[src/rtl/abg_pkg.sv]
package abg_pkg;

  localparam int COORD_BITS = 16;
  localparam int SCORE_FRAC_BITS = 16;
  localparam int EXT_BITS = COORD_BITS + 1;
  localparam int AREA_BITS = 2 * EXT_BITS;
  localparam int UNI_BITS = AREA_BITS + 1;
  localparam int SCORE_BITS = SCORE_FRAC_BITS + 2;
  localparam int QUO_BITS = SCORE_FRAC_BITS + 1;
  localparam int FIFO_DEPTH = 4;
  localparam int FIFO_AW = $clog2(FIFO_DEPTH);

  typedef logic signed [COORD_BITS-1:0] coord_t;
  typedef logic [EXT_BITS-1:0] ext_t;
  typedef logic [AREA_BITS-1:0] area_t;
  typedef logic [UNI_BITS-1:0] uni_t;
  typedef logic [QUO_BITS-1:0] quo_t;
  typedef logic [SCORE_BITS-1:0] score_t;

  typedef struct packed {
    uni_t  inter;
    uni_t  uni;
    uni_t  pnum;
    uni_t  enc;
    logic  giou;
  } job_t;

  typedef struct packed {
    score_t score;
    logic   uflag;
    logic   eflag;
  } res_t;

  function automatic ext_t clamp_ext(coord_t lo, coord_t hi);
    logic signed [COORD_BITS:0] d;
    d = {hi[COORD_BITS-1], hi} - {lo[COORD_BITS-1], lo};
    clamp_ext = (hi > lo) ? ext_t'(d) : '0;
  endfunction

  function automatic coord_t smin(coord_t a, coord_t b);
    smin = (a < b) ? a : b;
  endfunction

  function automatic coord_t smax(coord_t a, coord_t b);
    smax = (a > b) ? a : b;
  endfunction

endpackage

[src/rtl/abg_fifo.sv]
module abg_fifo (
  input  logic          clk_i,
  input  logic          rst_ni,
  input  logic          valid_i,
  output logic          stall_o,
  input  abg_pkg::job_t data_i,
  output logic          valid_o,
  input  logic          stall_i,
  output abg_pkg::job_t data_o
);
  import abg_pkg::*;

  job_t mem_q [FIFO_DEPTH];
  logic [FIFO_AW-1:0] wp_q, rp_q;
  logic [FIFO_AW:0] cnt_q;
  logic push, pop;

  assign stall_o = (cnt_q == (FIFO_AW+1)'(FIFO_DEPTH));
  assign valid_o = (cnt_q != '0);
  assign push = valid_i && !stall_o;
  assign pop = valid_o && !stall_i;
  assign data_o = mem_q[rp_q];

  always_ff @(posedge clk_i or negedge rst_ni) begin
    if (!rst_ni) begin
      wp_q <= '0;
      rp_q <= '0;
      cnt_q <= '0;
    end else begin
      if (push) wp_q <= wp_q + 1'b1;
      if (pop) rp_q <= rp_q + 1'b1;
      cnt_q <= cnt_q + (FIFO_AW+1)'(push) - (FIFO_AW+1)'(pop);
    end
  end

  always_ff @(posedge clk_i) begin
    if (push) mem_q[wp_q] <= data_i;
  end
endmodule

[config.mk]
export PLATFORM = sky130hd
export DESIGN_NAME = abg_fifo
export DESIGN_NICKNAME = d
export VERILOG_FILES = /design/src/rtl/abg_pkg.sv /design/src/rtl/abg_fifo.sv
export SDC_FILE = /design/constraint.sdc
export NUM_CORES = 1
export LEC_CHECK = 0
export BUFFER_PORTS_ARGS = -buffer_cell sky130_fd_sc_hd__buf_2
export CAP_MARGIN = 20
export CORE_UTILIZATION = 45
export DETAILED_ROUTE_END_ITERATION = 8
export HOLD_SLACK_MARGIN = 0.1
export PLACE_DENSITY = 0.7
export SLEW_MARGIN = 30
export SYNTH_ARGS = -nofsm -noshare
export SYNTH_HDL_FRONTEND = slang
export SYNTH_SLANG_ARGS = --single-unit
[constraint.sdc]
create_clock -name clk_i -period 8.5 [get_ports clk_i]
set_input_delay 0.425 -clock clk_i [delete_from_list [all_inputs] [get_ports clk_i]]
set_output_delay 0.425 -clock clk_i [all_outputs]
set_load 0.05 [all_outputs]
==> results.md <==
* Outcome: complete, no violations
* Least-Margin Pin Slew at 0.9829 ns
* Largest net degree at the start of global routing at 59
* CP top delay family: buffers and inverters
* Yosys cell types at 19
* Routed length per placed instance at 21.83 microns
* GR Util All Layers at 17.78%
* Bufs on Longest Clock Path at 3
* Die ar. at 46930 sq um
* Post-CTS Setup Bufs at 0
* Max incr delay on CP at 0.87 ns
* Yosys reg bits at 571
* Top-area cell type share of the netlist area at 81.70%
* CTS buffer count at 55
* Post-route setup TNS at 0 ns
* Post-synthesis simple-gate area fraction at 0.2837%
* Crit end category: primary output
* Synthesized area at 20730 sq um
* First-pass GRT wire length at 62400 microns
* Mux cell area share after synthesis at 15.32%
* Dpl hpwl at 23120 microns
* Root Driver: clkbuf_16
* Vias in the first global route at 10850
* Final Skew at 0.01193 ns
* Synth Area in XOR/XNOR at 0.2113%
* CP max FO at 44
* CTS tree: done
* Fmax at 0.2777 GHz
* Post-synthesis compound-gate area fraction at 0.03018%
* Synth Net Count at 926
* Share of cells above drive strength 1 at 40.92%
* Max Transition Viols Final at 0
* Placed cells at 1642
* Synth Area per Inst at 26.78 sq um
* Final nets at 1395
* Initial antenna violation count at 2
* H-tree Lvls at 2
* Synth area leaders: edfxtp_1 82%, mux4_2 15%, dfrtp_1 0.85%
* WHS at 0.2094 ns
* GPL Wtd Cong at 0.6978
* Worst slew margin at 34.48%
* Die Span X at 216.6 microns
* DR pass1 iterations at 5
* Fin cells at 1890
* Initial core utilization at 45.68%
* Adder-cell share of the synthesized area at 0.4587%
* # IOs at 288
* Crit path time final at 3.601 ns
* Placed cell area at 22820 sq um
* Worst-path cell chain: buf_4, mux4_2, buf_2
* Core area at 45380 sq um
* Cell taking the most area after synthesis: edfxtp_1
* Kind of critical path: reg2out
* Final hold vios at 0
* RSZ-0062 raised after global routing: false
* Worst Path Buf+Inv at 2
* GR Overflow Total at 0
* Final setup vio count at 0
* # fillers at 3260
* YS warnings at 0
* Seq/Total Area, Yosys at 82.54%
* Leak pwr at 8.973 nW
* Cells after synthesis at 774
* Via count at 9759
* Clk Latency, worst-skew pair at 0.59 ns
* WP data required at 8.08 ns
* PwrDens at 393.1 nW/um^2
* Post-route cell area at 26160 sq um
* Slowest CP cell: dfrtp_4
* Clock Sink Count at 571
* Final ANT Viol Nets at 0
* Largest family of logic cells by synthesized area: multiplexers
* Maximum ir drop on the vdd rail at 0.2678 mV
* Crit path DAT at 3.18 ns
* DR DRC count at 0
* Fin crit share at 42.37%
* Reg clk slew, reported paths at 0.06 ns
* Vias per inst at 5.163
* WL final at 41270 microns
* Detailed Route Iter0 Violations at 759
* CP startpoint kind: flop
* Hold Path Class: in2async
* Area Growth Syn to Fin at 26.17%
* Rows at 78
* Max cap viols at 0
* Die Ht at 216.6 microns
* IO Port Bufs at 287
[report_power, final]
part	internal, mW	switching, mW	total, mW
Clock	1.52	1.01	2.53
Combinational	1.13	2.71	3.83
Sequential	3.72	0.205	3.92
Total	6.36	3.92	10.3
[worst paths after layout]
check | from | cells after the start | end | slack, ns
worst max register to register | cnt_q[2]$_DFF_PN0_ | 4 | mem_q[1][77]$_DFFE_PP_ | 5.49
worst min-delay path | rst_ni | 2 | wp_q[0]$_DFFE_PN0P_ | 0.21
min in group clk_i | cnt_q[0]$_DFF_PN0_ | 1 | cnt_q[0]$_DFF_PN0_ | 0.55
worst max-delay path | rp_q[0]$_DFFE_PN0P_ | 3 | data_o[53] | 4.90
worst min register to register | cnt_q[0]$_DFF_PN0_ | 1 | cnt_q[0]$_DFF_PN0_ | 0.55
max in group asynchronous | rst_ni | 2 | rp_q[1]$_DFFE_PN0P_ | 8.12
[synth_stat cells]
cell / number
nand2_1: 1
xnor2_1: 3
ha_1: 6
buf_4: 1
edfxtp_1: 564
o22ai_1: 1
dfrtp_1: 7
clkbuf_1: 5
fa_1: 1
nor3b_1: 2
nor2_1: 1
mux4_2: 141
inv_1: 7
buf_6: 9
xor2_1: 2
nor2b_1: 1
and2_1: 4
nor3_1: 1
buf_2: 17
[placed cells by master, fill, tap and decap left out, types with 2 or more instances in the layout]
cell	count
edfxtp_1	564
buf_2	287
dlygate4sd3_1	144
mux4_2	141
clkbuf_16	57
clkinv_1	16
buf_4	13
bufinv_16	10
inv_1	7
clkinv_2	7
ha_1	6
clkbuf_1	6
clkinvlp_4	6
dfrtp_1	5
and2_4	4
xnor2_1	3
diode_2	2
nor3b_1	2
xor2_1	2
dfrtp_4	2
[logic make-up after synthesis]
logic type	after synthesis
fa+ha+maj	7
simple gates	10
xor+xnor	5
compound gates	1
flops	571
buf+inv	39
mux	141
[flip-flops by register name, indices dropped and copies added, names as in the netlist]
name and count:
rp_q 2, mem_q 564, cnt_q 3, wp_q 2
[what timing repair did]
item	4_1_cts	5_1_grt
gates resized for setup	0	0
hold endpoints to repair	573	0
hold buffers	144	0
[worst reg2reg max path, stage by stage, from the launching register on]
cell     delay, ns
dfrtp_1       0.40
nor3b_1       0.17
nor2b_1       0.40
and2_4        0.66
buf_4         0.85
[per-layer routing]
layer	wire, microns	track usage [%]
met5	0	0
met4	894	5.211
met3	3267	5.698
met2	20670	29.72
met1	16440	22.26
[cell type report]
| class | instances | area [sq um] | share of cell area (%) |
|---|---|---|---|
| flip-flops and latches | 571 | 17120 | 65.45 |
| multi-input cells | 164 | 3390 | 12.96 |
| repair buffers | 444 | 2975 | 11.38 |
| clock buffers | 63 | 1449 | 5.540 |
| well taps | 600 | 750.7 | 2.870 |
| clock inverters | 39 | 440.4 | 1.684 |
| inverters | 7 | 26.28 | 0.1005 |
| diodes | 2 | 5.005 | 0.01914 |
[through the flow]
step           setup WS (ns)  util, %  total power [mW]
3_3_place_gp           5.434    50.28             7.771
3_5_place_dp           5.430    50.28             7.812
6_report               4.899    57.63             10.28
2_1_floorplan          3.635        -             6.983
5_1_grt                4.636    57.63             10.68
4_1_cts                4.770    57.62             10.40
No activity file was read; power rests on OpenSTA's default activity.
