`src/rtl/abg_pkg.sv`:
```
package abg_pkg;

  localparam int COORD_BITS = 16;
  localparam int SCORE_FRAC_BITS = 16;
  localparam int EXT_BITS = COORD_BITS + 1;
  localparam int AREA_BITS = 2 * EXT_BITS;
  localparam int UNI_BITS = AREA_BITS + 1;
  localparam int SCORE_BITS = SCORE_FRAC_BITS + 2;
  localparam int QUO_BITS = SCORE_FRAC_BITS + 1;
  localparam int FIFO_DEPTH = 4;
  localparam int FIFO_AW = $clog2(FIFO_DEPTH);

  typedef logic signed [COORD_BITS-1:0] coord_t;
  typedef logic [EXT_BITS-1:0] ext_t;
  typedef logic [AREA_BITS-1:0] area_t;
  typedef logic [UNI_BITS-1:0] uni_t;
  typedef logic [QUO_BITS-1:0] quo_t;
  typedef logic [SCORE_BITS-1:0] score_t;

  typedef struct packed {
    uni_t  inter;
    uni_t  uni;
    uni_t  pnum;
    uni_t  enc;
    logic  giou;
  } job_t;

  typedef struct packed {
    score_t score;
    logic   uflag;
    logic   eflag;
  } res_t;

  function automatic ext_t clamp_ext(coord_t lo, coord_t hi);
    logic signed [COORD_BITS:0] d;
    d = {hi[COORD_BITS-1], hi} - {lo[COORD_BITS-1], lo};
    clamp_ext = (hi > lo) ? ext_t'(d) : '0;
  endfunction

  function automatic coord_t smin(coord_t a, coord_t b);
    smin = (a < b) ? a : b;
  endfunction

  function automatic coord_t smax(coord_t a, coord_t b);
    smax = (a > b) ? a : b;
  endfunction

endpackage

```
`src/rtl/abg_front.sv`:
```
module abg_front (
  input  logic            clk_i,
  input  logic            rst_ni,
  input  logic            valid_i,
  output logic            stall_o,
  input  abg_pkg::coord_t al_i,
  input  abg_pkg::coord_t at_i,
  input  abg_pkg::coord_t ar_i,
  input  abg_pkg::coord_t ab_i,
  input  abg_pkg::coord_t bl_i,
  input  abg_pkg::coord_t bt_i,
  input  abg_pkg::coord_t br_i,
  input  abg_pkg::coord_t bb_i,
  input  logic            giou_i,
  output logic            valid_o,
  input  logic            stall_i,
  output abg_pkg::job_t   job_o
);
  import abg_pkg::*;

  logic v1_q, v2_q;
  ext_t awx_q, awy_q, bwx_q, bwy_q, iwx_q, iwy_q, ewx_q, ewy_q;
  logic g1_q;
  area_t aa_q, ba_q, ia_q, ea_q;
  logic g2_q;
  logic adv1, adv2;
  uni_t u;

  assign adv2 = !v2_q || !stall_i;
  assign adv1 = !v1_q || adv2;
  assign stall_o = !adv1;

  always_ff @(posedge clk_i or negedge rst_ni) begin
    if (!rst_ni) begin
      v1_q <= 1'b0;
      v2_q <= 1'b0;
    end else begin
      if (adv1) v1_q <= valid_i;
      if (adv2) v2_q <= v1_q;
    end
  end

  always_ff @(posedge clk_i) begin
    if (adv1 && valid_i) begin
      awx_q <= clamp_ext(al_i, ar_i);
      awy_q <= clamp_ext(at_i, ab_i);
      bwx_q <= clamp_ext(bl_i, br_i);
      bwy_q <= clamp_ext(bt_i, bb_i);
      iwx_q <= clamp_ext(smax(al_i, bl_i), smin(ar_i, br_i));
      iwy_q <= clamp_ext(smax(at_i, bt_i), smin(ab_i, bb_i));
      ewx_q <= clamp_ext(smin(al_i, bl_i), smax(ar_i, br_i));
      ewy_q <= clamp_ext(smin(at_i, bt_i), smax(ab_i, bb_i));
      g1_q  <= giou_i;
    end
    if (adv2 && v1_q) begin
      aa_q <= awx_q * awy_q;
      ba_q <= bwx_q * bwy_q;
      ia_q <= iwx_q * iwy_q;
      ea_q <= ewx_q * ewy_q;
      g2_q <= g1_q;
    end
  end

  assign u = (UNI_BITS'(aa_q) - UNI_BITS'(ia_q)) + UNI_BITS'(ba_q);

  always_comb begin
    job_o.inter = UNI_BITS'(ia_q);
    job_o.uni   = u;
    job_o.enc   = UNI_BITS'(ea_q);
    job_o.pnum  = (UNI_BITS'(ea_q) >= u) ? UNI_BITS'(ea_q) - u : '0;
    job_o.giou  = g2_q;
  end
  assign valid_o = v2_q;
endmodule

```
`config.mk`:
```
export PLATFORM = sky130hd
export DESIGN_NAME = abg_front
export DESIGN_NICKNAME = d
export VERILOG_FILES = /design/src/rtl/abg_pkg.sv /design/src/rtl/abg_front.sv
export SDC_FILE = /design/constraint.sdc
export NUM_CORES = 2
export LEC_CHECK = 0
export ABC_CLOCK_PERIOD_IN_PS = 11000
export BUFFER_PORTS_ARGS = -buffer_cell sky130_fd_sc_hd__buf_2
export CORE_ASPECT_RATIO = 0.9
export CORE_MARGIN = 2
export CORE_UTILIZATION = 59
export CTS_BUF_LIST = sky130_fd_sc_hd__clkbuf_16
export DETAILED_ROUTE_END_ITERATION = 8
export HOLD_SLACK_MARGIN = 0.02
export PLACE_DENSITY = 0.8
export REMOVE_ABC_BUFFERS = 1
export SYNTH_ARGS = -nofsm -noshare
export SYNTH_HDL_FRONTEND = slang
export SYNTH_SLANG_ARGS = --single-unit
export TNS_END_PERCENT = 30
```
`constraint.sdc`:
```
create_clock -name clk_i -period 11 [get_ports clk_i]
set_input_delay 2.2 -clock clk_i [delete_from_list [all_inputs] [get_ports clk_i]]
set_output_delay 2.2 -clock clk_i [all_outputs]
set_load 0.005 [all_outputs]
```
==> metrics.yaml <==
grt_first_pass_wirelength_um: 282000
hold_viol: 0
grt_pass1_vias: 49500
critPathBufInv: 3
ys_warn_count: 0
die_area_um2: 105000
cts_buffers: 35
clkLatencyLatePin_ns: 0.60
slowest_delay_ns: 0.93
final_nets: 8550
period_share_pct: 82.0
io_buffers: 273
avgSynthCellArea_um2: 9.09
postCtsSetupRepairBufs: 0
ys_types: 98
finalHoldWorstSlack_ns: 0.454
cp-start-kind: "register"
hp-class: "reg2reg"
cts-resized-gates: 0
reg2reg_to: "aa_q[33]"
seqCellArea_um2: 8280
critPathKind: "reg2out"
h-tree-depth: 2
synthCells: 6637
clockRootBuffer: "clkbuf_16"
syn_to_final_growth_pct: 6.09
ys.flop_type: "edfxtp_1"
critPathSlowestCell: "a2111oi_0"
rows: 111
status: "finished clean"
fmax_mhz: 111
setup_viol: 0
worstSetupStartpoint: "ia_q[8]"
start_util_pct: 59.4
dp_hpwl_um: 152000
fp.coreArea_um2: 102000
drtIter0Drc: 3966
overflow: 0
grt_util_all_layers_pct: 35.0
yosysSeqAreaShare_pct: 13.7
cp.arrival_ns: 6.82
drt_pre_antenna_iters: 6
cts_tree: "done"
grt_max_degree: 71
path_max_fanout: 35
synth_top_area_share_pct: 31.2
worst_r2r_startpoint: "awy_q[8]"
worstPathRequired_ns: 8.80
gp_congestion: 1.02
yosysTopAreaCell: "fa_1"
synth_edf_count: 274
cp-end-kind: "output pin"
clockBufferDepth: 3
hold_buffers: 0
critPathCapture: "job_o[70]"
avgRoutedWirePerCell_um: 22.1
drv_cap: 0
cts.reportedPaths.clkPinSlew_ns: 0.06
syn_area_um2: 60300
vias: 48000
yosys-top-cells-count: "inv_1, fa_1, nand2_1, ha_1, and2_1"
antenna_found_initial: 43
r2r_cells: 20
drive_above_1_share_pct: 7.30
rsz0062_at_grt: "no"
wl_um: 181000
drc_errors: 0
path_depth: 23
die_x_um: 341
worstMarginPinSlew_ns: 1.07
post-route-min-period_ns: 9.02
fillerInstances: 8346
synth_most_common_cell: "inv_1"
ff2ff_setup_slack_ns: 3.40
ios: 276
postRouteAntennaNets: 0
die_h_um: 307
cts.sinks: 276
slew_headroom_pct: 28.3
drv_slew: 0
viasPerCell: 5.86
cpLargestDelayFamily: "compound AO/OA/AOI/OAI gates"
async_flop_share_pct: 0.725
fin_skew_ns: 0.0428
netlist_top_cells_area: "fa_1, ha_1, edfxtp_1"
ys_ff_latch: 276
multi_input_area_um2: 46000
critical_path.cell_chain: "fa_1 > inv_1 > ha_1 > nand3_1 > nor3_1 > a31oi_1 > a2111oi_0 > nor4_1 > o21bai_1 > a21o_1 > a21oi_1 > xnor2_1 > inv_1 > ha_1 > nand2_1 > or3_1 > nor3_1 > nand4_1 > nand3b_1 > a31oi_1 > or2_4 > a211oi_2 > buf_2"
worst reg2reg max path, cell delays in order (launching register included):
cell and delay (ns):
edfxtp_1 0.93, nand2_1 0.19, fa_1 0.54, fa_1 0.52, inv_1 0.06, fa_1 0.55
fa_1 0.46, fa_1 0.50, inv_1 0.05, fa_1 0.48, inv_1 0.05, ha_1 0.37
and2_1 0.19, nand4_1 0.14, o31ai_1 0.80, a21oi_1 0.27, o21ai_1 0.27, o41a_1 0.18
a21o_1 0.13, a21oi_1 0.08, xnor2_1 0.54
cell type report:
class | count | area share (%)
Clock inverter | 27 | 0.409
Clock buffer | 35 | 1.37
Tap cell | 1356 | 2.65
Inverter | 1402 | 8.23
Antenna cell | 25 | 0.0978
Sequential cell | 276 | 12.9
Timing Repair Buffer | 294 | 2.38
Multi-Input combinational cell | 4772 | 71.9
sequential cells by signal (all words and copies together), names as in the netlist:
register,cells
valid_o,1
ewy_q,17
ba_q,34
iwx_q,17
g1_q,1
ia_q,34
g2_q,1
v1_q,1
bwx_q,17
ea_q,34
bwy_q,17
awy_q,17
awx_q,17
aa_q,34
iwy_q,17
ewx_q,17
placed cells by master, fill, tap and decap left out, drive strengths merged, types with 9 or more instances in the layout:
master,n
nor3,95
a21boi,13
edfxtp,274
fa,939
a2111oi,12
a211o,11
clkinv,15
and3,22
ha,697
nor2,290
a31oi,35
o31ai,17
nor2b,84
o41ai,9
diode,25
o21bai,29
o31a,10
xnor2,151
o21ai,142
inv,1409
a31o,11
nor3b,9
nand2b,37
or3,33
a211oi,41
nand3,61
nand4,51
or2,13
a21oi,240
o211ai,12
buf,294
a21o,93
a311oi,9
xor2,99
nand2,767
o21a,51
mux2,59
mux2i,42
and2,516
clkbuf,35
through the flow:
stage	instances	TNS, ns	utilization (%)	area (um^2)	worst slack (ns)
floorplan	6450	-260.35	-	59500	-1.90
global placement	8100	0	61.8	62800	2.72
detailed placement	8100	0	61.8	62800	2.65
CTS	8162	0	63.0	63900	2.04
global route	8167	0	63.0	63900	1.62
finish	8187	0	63.0	64000	1.98
per-layer routing:
metal | wire length [um] | vias to the layer above | GRT usage [%]
li1 | - | 21300 | -
met1 | 71100 | 23700 | 46.4
met2 | 79600 | 2472 | 54.5
met3 | 19500 | 493 | 8.46
met4 | 10200 | 44 | 16.5
met5 | 358 | - | 0
cell families after synthesis:
| group | synth area share, % |
|---|---|
| other cells | 0.00622 |
| fa+ha+maj | 45.6 |
| mux | 1.80 |
| simple gates | 16.5 |
| compound gates | 8.65 |
| xor+xnor | 3.63 |
| flops | 13.7 |
| buf+inv | 10.0 |
how the worst min path moves through the flow:
stage,from,endpoint,cells after the start
final,g1_q,g2_q,0
after global routing,g1_q,g2_q,0
after CTS,g1_q,g2_q,0
after detailed placement,g1_q,g2_q,0
after global placement,g1_q,g2_q,0
after floorplan,g1_q,g2_q,0
Power is left out: the tool's default activity adds up to more than one toggle a clock period on the data nets, which glitch-free logic cannot reach.
